`src/sv/assert_macros.svh`:
```
// assertion helpers shared by the rtl modules
`ifndef ASSERT_MACROS_SVH
`define ASSERT_MACROS_SVH

`ifndef ASSERT_OFF
// property must hold at every clock edge outside reset
`define ASSERT_CLK(lbl, prop) \
	lbl: assert property (@(posedge clk) disable iff (!arst_n) prop) \
		else $error("assertion failed");
// condition must never be seen at a clock edge outside reset
`define ASSERT_NEVER(lbl, cond) \
	lbl: assert property (@(posedge clk) disable iff (!arst_n) !(cond)) \
		else $error("forbidden condition seen");
`else
`define ASSERT_CLK(lbl, prop)
`define ASSERT_NEVER(lbl, cond)
`endif

`endif

```
`src/sv/srt_pkg.sv`:
```
`timescale 1ns / 1ps
package srt_pkg;

	localparam int TABLE_DEPTH = 256;
	localparam int ADDR_W = $clog2(TABLE_DEPTH);
	localparam int CNT_W = ADDR_W + 1;

	// operation codes
	localparam logic [1:0] OP_LOOKUP = 2'd0;
	localparam logic [1:0] OP_INSERT = 2'd1;
	localparam logic [1:0] OP_REMOVE = 2'd2;

	typedef enum logic [1:0] {
		ST_OK     = 2'd0,
		ST_MISS   = 2'd1,
		ST_EXISTS = 2'd2,
		ST_FULL   = 2'd3
	} stat_t;

	typedef enum logic [1:0] {
		ORD_LT,
		ORD_EQ,
		ORD_GT
	} ord_t;

	typedef enum logic [3:0] {
		S_IDLE,
		S_SRCH_CHK,
		S_SRCH_RD,
		S_SRCH_CMP,
		S_DECIDE,
		S_SH_CHK,
		S_SH_RD,
		S_SH_WR,
		S_FIN,
		S_OUT
	} state_t;

	typedef struct packed {
		logic [1:0]  operation;
		logic [63:0] dest_prefix_high;
		logic [63:0] dest_prefix_low;
		logic [7:0]  dest_length;
		logic [63:0] source_prefix_high;
		logic [63:0] source_prefix_low;
		logic [7:0]  source_length;
	} req_t;

	typedef struct packed {
		logic [1:0] status;
		logic [7:0] position;
		logic [8:0] entry_count;
	} rsp_t;

	// one stored key
	typedef struct packed {
		logic [63:0] dh;
		logic [63:0] dl;
		logic [63:0] sh;
		logic [63:0] sl;
		logic [7:0]  dlen;
		logic [7:0]  slen;
	} key_t;

	// controller to datapath
	typedef struct packed {
		logic  load;
		logic  srch_rd;
		logic  srch_cmp;
		logic  sh_init;
		logic  sh_rd;
		logic  sh_wr;
		logic  put_key;
		logic  cnt_dec;
		logic  emit;
		stat_t code;
	} cmd_t;

	// datapath to controller
	typedef struct packed {
		logic [1:0] op;
		logic       found;
		logic       search_more;
		logic       full;
		logic       shift_more;
	} sts_t;

	// order of probe key p relative to stored entry e
	function automatic ord_t key_order(key_t p, key_t e);
		ord_t r;
		if (p.slen == 8'd0 && e.slen != 8'd0) r = ORD_GT;
		else if (p.slen != 8'd0 && e.slen == 8'd0) r = ORD_LT;
		else if (p.dh != e.dh) r = (p.dh < e.dh) ? ORD_LT : ORD_GT;
		else if (p.dl != e.dl) r = (p.dl < e.dl) ? ORD_LT : ORD_GT;
		else if (p.dlen != e.dlen) r = (p.dlen < e.dlen) ? ORD_LT : ORD_GT;
		else if (p.slen == 8'd0) r = ORD_EQ;
		else if (p.sh != e.sh) r = (p.sh < e.sh) ? ORD_LT : ORD_GT;
		else if (p.sl != e.sl) r = (p.sl < e.sl) ? ORD_LT : ORD_GT;
		else if (p.slen != e.slen) r = (p.slen < e.slen) ? ORD_LT : ORD_GT;
		else r = ORD_EQ;
		return r;
	endfunction

endpackage

```
`src/sv/srt_ctl.sv`:
```
`timescale 1ns / 1ps
module srt_ctl (
	input  logic          clk,
	input  logic          arst_n,
	input  logic          req_valid,
	output logic          req_ready,
	output logic          rsp_valid,
	input  logic          rsp_ready,
	input  srt_pkg::sts_t sts,
	output srt_pkg::cmd_t cmd
);
	import srt_pkg::*;

	state_t state_q, state_d;

	// state register
	always_ff @(posedge clk or negedge arst_n) begin
		if (!arst_n) state_q <= S_IDLE;
		else state_q <= state_d;
	end

	// next state and commands
	always_comb begin
		state_d = state_q;
		cmd = '0;
		cmd.code = ST_OK;
		req_ready = 1'b0;
		rsp_valid = 1'b0;
		unique case (state_q)
			S_IDLE: begin
				req_ready = 1'b1;
				if (req_valid) begin
					cmd.load = 1'b1;
					state_d = S_SRCH_CHK;
				end
			end
			S_SRCH_CHK: begin
				if (sts.found || !sts.search_more) state_d = S_DECIDE;
				else state_d = S_SRCH_RD;
			end
			S_SRCH_RD: begin
				cmd.srch_rd = 1'b1;
				state_d = S_SRCH_CMP;
			end
			S_SRCH_CMP: begin
				cmd.srch_cmp = 1'b1;
				state_d = S_SRCH_CHK;
			end
			S_DECIDE: begin
				priority if (sts.op == OP_INSERT) begin
					if (sts.found) begin
						cmd.emit = 1'b1;
						cmd.code = ST_EXISTS;
						state_d = S_OUT;
					end else if (sts.full) begin
						cmd.emit = 1'b1;
						cmd.code = ST_FULL;
						state_d = S_OUT;
					end else begin
						cmd.sh_init = 1'b1;
						state_d = S_SH_CHK;
					end
				end else if (sts.op == OP_REMOVE && sts.found) begin
					cmd.sh_init = 1'b1;
					state_d = S_SH_CHK;
				end else begin
					// lookup, unknown code, or remove miss
					cmd.emit = 1'b1;
					cmd.code = sts.found ? ST_OK : ST_MISS;
					state_d = S_OUT;
				end
			end
			S_SH_CHK: begin
				if (sts.shift_more) begin
					state_d = S_SH_RD;
				end else begin
					if (sts.op == OP_INSERT) cmd.put_key = 1'b1;
					else cmd.cnt_dec = 1'b1;
					state_d = S_FIN;
				end
			end
			S_SH_RD: begin
				cmd.sh_rd = 1'b1;
				state_d = S_SH_WR;
			end
			S_SH_WR: begin
				cmd.sh_wr = 1'b1;
				state_d = S_SH_CHK;
			end
			S_FIN: begin
				cmd.emit = 1'b1;
				cmd.code = ST_OK;
				state_d = S_OUT;
			end
			S_OUT: begin
				rsp_valid = 1'b1;
				if (rsp_ready) state_d = S_IDLE;
			end
			default: state_d = S_IDLE;
		endcase
	end

endmodule

```
`config.mk`:
```
export PLATFORM = sky130hd
export DESIGN_NAME = srt_ctl
export DESIGN_NICKNAME = d
export VERILOG_FILES = /design/src/sv/assert_macros.svh /design/src/sv/srt_pkg.sv /design/src/sv/srt_ctl.sv
export SDC_FILE = /design/constraint.sdc
export NUM_CORES = 1
export LEC_CHECK = 0
export ABC_AREA = 0
export BUFFER_PORTS_ARGS = -buffer_cell sky130_fd_sc_hd__buf_2
export CORE_AREA = 2 2 39 41
export CTS_CLUSTER_SIZE = 8
export DETAILED_ROUTE_END_ITERATION = 8
export DIE_AREA = 0 0 41 43
export PLACE_DENSITY_LB_ADDON = 0.05
export SKIP_LAST_GASP = 1
export SYNTH_ARGS = -nofsm -noshare
export SYNTH_HDL_FRONTEND = slang
export SYNTH_SLANG_ARGS = --single-unit
```
`constraint.sdc`:
```
create_clock -name clk -period 1.9 [get_ports clk]
set_clock_uncertainty 0.1 [all_clocks]
set_input_delay 0.475 -clock clk [delete_from_list [all_inputs] [get_ports clk]]
set_output_delay 0.475 -clock clk [all_outputs]
set_load 0.1 [all_outputs]
```
# Word-level counts from Yosys, hierarchy flattened
# Cells that the tools add are included.
[totals] input_bits=10 output_inout_bits=13 ff_bits=4 word_cells=51
[classes] muxes=32 eq_ne=13 reduce_logical=5
[op_table] operator="$pmux 4 s10" count=1
[op_table] operator="$mux 4" count=7
[op_table] operator="$eq 4x3->1 const B" count=4
[op_table] operator="$mux 1" count=16
[op_table] operator="$mux 3" count=5
[op_table] operator="$eq 4x2->1 const B" count=2
[op_table] operator="$eq 4x4->1 const B" count=2
[op_table] operator="$pmux 3 s2" count=1
[op_table] operator="$eq 4x1->1 const B" count=1
[op_table] operator="$logic_not 4->1" count=1
[op_table] operator="$mux 2" count=2
[op_table] operator="$ne 2x2->1 const B" count=2
[op_table] operator="$eq 2x1->1 const B" count=1
[op_table] operator="$eq 2x2->1 const B" count=1
[op_table] operator="$reduce_and 2->1" count=1
[op_table] operator="$logic_and 1x1->1" count=1
[op_table] operator="$logic_not 1->1" count=1
[op_table] operator="$logic_or 1x1->1" count=1

# Logic depth before layout (Yosys ltp)
[logic_depth] word_depth=5 mapped_depth=4 depth_no_buf=3

# Worst setup path before layout
# OpenSTA, ideal clock, no wires.
[synth_path] kind="register to output" from="register state_q[1]" to="output port cmd[10] in the netlist's numbering" n_path_buf=1 arrival_ns=4.532 slack_ns=-3.207 stages_incl_launch_ff=4 required_ns=1.325 cell_sequence="dfrtp_1 -> buf_2 -> nor4_1 -> and2_1"
[synth_lines] element="from (decl)" line_no="srt_ctl.sv:14" rtl="state_t state_q, state_d;"
[synth_lines] element="from (signal assigned)" line_no="srt_ctl.sv:19" rtl="else state_q <= state_d;"
[synth_lines] element="to (decl)" line_no="srt_ctl.sv:10" rtl="output srt_pkg::cmd_t cmd"

==> qor.txt <==
outcome - finished, violations left
failing checks - setup timing
count of final setup violators - 9
Syn Area/Cell - 7.820 µm²
Fillers - 84
final hold vios - 0
WL/cell - 13.72 µm
Synth top area share - 22.86%
die width - 41 µm
Synth Instances - 56
Async SR Flop Fraction - 100.0%
worst slew pin tran - 394.7 ps
CTS H-Tree Depth - 1
largest net degree at the start of global routing - 10
post-layout worst setup margin - -164.5 ps
port buffer count - 22
Die ar. - 1763 µm²
final core occ - 80.74%
Layout Nets - 112
antenna-violating nets left - 0
startpoint type of the worst setup path - register
Tot Pwr - 1.778 mW
PD cells - 1591 nW/µm²
Final Cell Area - 1117 µm²
clock sink total - 4
RSZ-0062 raised after global routing - yes
DRC Markers - 0
Hold Worst Slack - 483.4 ps
initial antenna violation count - 0
multi-input logic area - 466.7 µm²
Post-Route WL - 1591 µm
First-pass DRT Iterations - 2
library cells used by synthesis - 26
Die H - 43 µm
Final Max Tran Viols - 0
largest register by flop count - state_q
ys flop type - dfrtp_1
Clk Latency, worst-skew pair - 230 ps
ANT cells - 0
non-filler instance count after layout - 116
syn nets - 66
fin crit period - 2065 ps
clock tree buffer depth - 2
Area after DPL - 974.7 µm²
Starting DRT DRC Count - 5
Static Leak - 0.4843 nW
met1 Usage GRT - 28.29%
met3 Use GR - 3.141%
Rel. slew slack - 73.62%
gr usage total - 21.84%
via/cell ratio - 4.931
pre-CTS WS - -66.64 ps
YS warnings - 0
EDFF count, synth - 0
Fin Setup TNS - -747.5 ps
Worst-path clk slew - 40 ps
Max-cap violations - 0
hold crit path type - input pin to asynchronous set/reset pin
share of layout cells above drive strength 1 - 71.00%
via count - 572
Largest regs - state_q x4
Yosys top cell by area - dfrtp_1
global-route wire length before repair - 2566 µm
area grow syn2layout - 155.1%
Peak VDD IR - 1.407 mV
flops & latches, synth - 4
reg2reg start - state_q[1]
GRT busiest layer - met2
top cells by area, synth - dfrtp_1, nand2b_1, nor2_1, nor3_1, nor4b_4
CTS buffer count - 3
endpoint class of the critical path - primary output
CTS tree - done
CTS root buf - clkbuf_4
sequential area share after synthesis - 22.86%
DP Wirelength - 1095 µm
Largest register FFs - 4
Placed Instances - 106
GR Overflow Total - 0
kind of critical path - register to primary output
GR met2 Demand/Resource - 35.00%
initial core utilization - 31.65%
total I/O pin count - 23
Req. time, crit path - 1320 ps
Setup crit start - state_q[1]
Reg area - 100.1 µm²
crit-path max FO - 2
fin crit share - 108.7%
Netlist Area Pre-Place - 437.9 µm²
GP Congestion - 0.8379
vias in the first global route - 574
Arrival @ worst endpoint - 1490 ps
fmax - 484.4 MHz
Core ar. - 1384 µm²
FP Rows - 14
power breakdown:
part / switching (mW) / internal [mW] / leakage, nW
combinational: 0.867 / 0.656 / 0.420
sequential: 0.0295 / 0.125 / 0.0508
clock: 0.0314 / 0.0704 / 0.0138
cell usage after synthesis, types with 2 or more instances:
master / count
nand2b_1: 6
nor2b_1: 3
a21oi_1: 3
dfrtp_1: 4
nor2_1: 9
o21ai_0: 2
and2_1: 3
buf_2: 3
o21a_1: 2
nor3_1: 5
cell type report:
| type | count | share of cell area, % |
|---|---|---|
| timing repair buffer | 45 | 45.13 |
| multi-input combinational | 47 | 41.77 |
| sequential | 4 | 8.959 |
| clock buffer | 3 | 2.016 |
| tap | 16 | 1.792 |
| inverter | 1 | 0.3359 |
cells by family after synthesis:
| family | Yosys count | share of synthesized area (%) |
|---|---|---|
| AOI/OAI and AO/OA | 12 | 19.43 |
| and+or+nand+nor | 35 | 50.86 |
| buffers and inverters | 5 | 6.855 |
| DFF | 4 | 22.86 |
timing repair:
| item | 4_1_cts | 5_1_grt |
|---|---|---|
| hold buffers | 1 | 0 |
| pin swaps | 6 | 5 |
| resized for setup | 16 | 2 |
| setup endpoints to repair | 12 | 12 |
| cloned | 0 | 0 |
| setup buffers | 7 | 0 |
| endpoints found under the hold margin | 4 | 0 |
routing by layer:
metal	part of all wire, %	vias to the layer above	routed length [µm]
li1	-	287	-
met1	40	274	630
met2	58	11	915
met3	2.8	0	44
met4	0	0	0
met5	0	-	0
final timing paths:
path / slack [ps] / cells past startpoint / end
worst min-delay path: 480 / 2 / state_q[3]
worst max register to register: 360 / 5 / state_q[2]
worst max-delay path: -160 / 4 / cmd[3]
min in group clk: 520 / 4 / state_q[0]
worst min register to register: 560 / 2 / state_q[1]
max in group asynchronous: 1100 / 2 / state_q[2]
worst max-delay path, stage by stage (launching register included):
cell and delay [ps]:
dfrtp_1 390, nor2b_2 130, or3b_4 420, nor2b_4 140, buf_12 180
cell usage in the layout (no fill, tap or decap), drive strengths merged:
cell type	count
o21ai	2
nor4	1
and2	4
a21oi	3
nor3b	1
nand2b	7
nor3	6
inv	1
or3b	1
o221ai	1
dfrtp	4
buf	44
a2111oi	1
clkbuf	3
o32ai	1
nor2	9
nor4b	1
and3b	1
a21boi	1
o311a	1
nor2b	3
nand2	1
dlygate4sd3	1
o21a	2
Power figures use the tool's default switching activity.
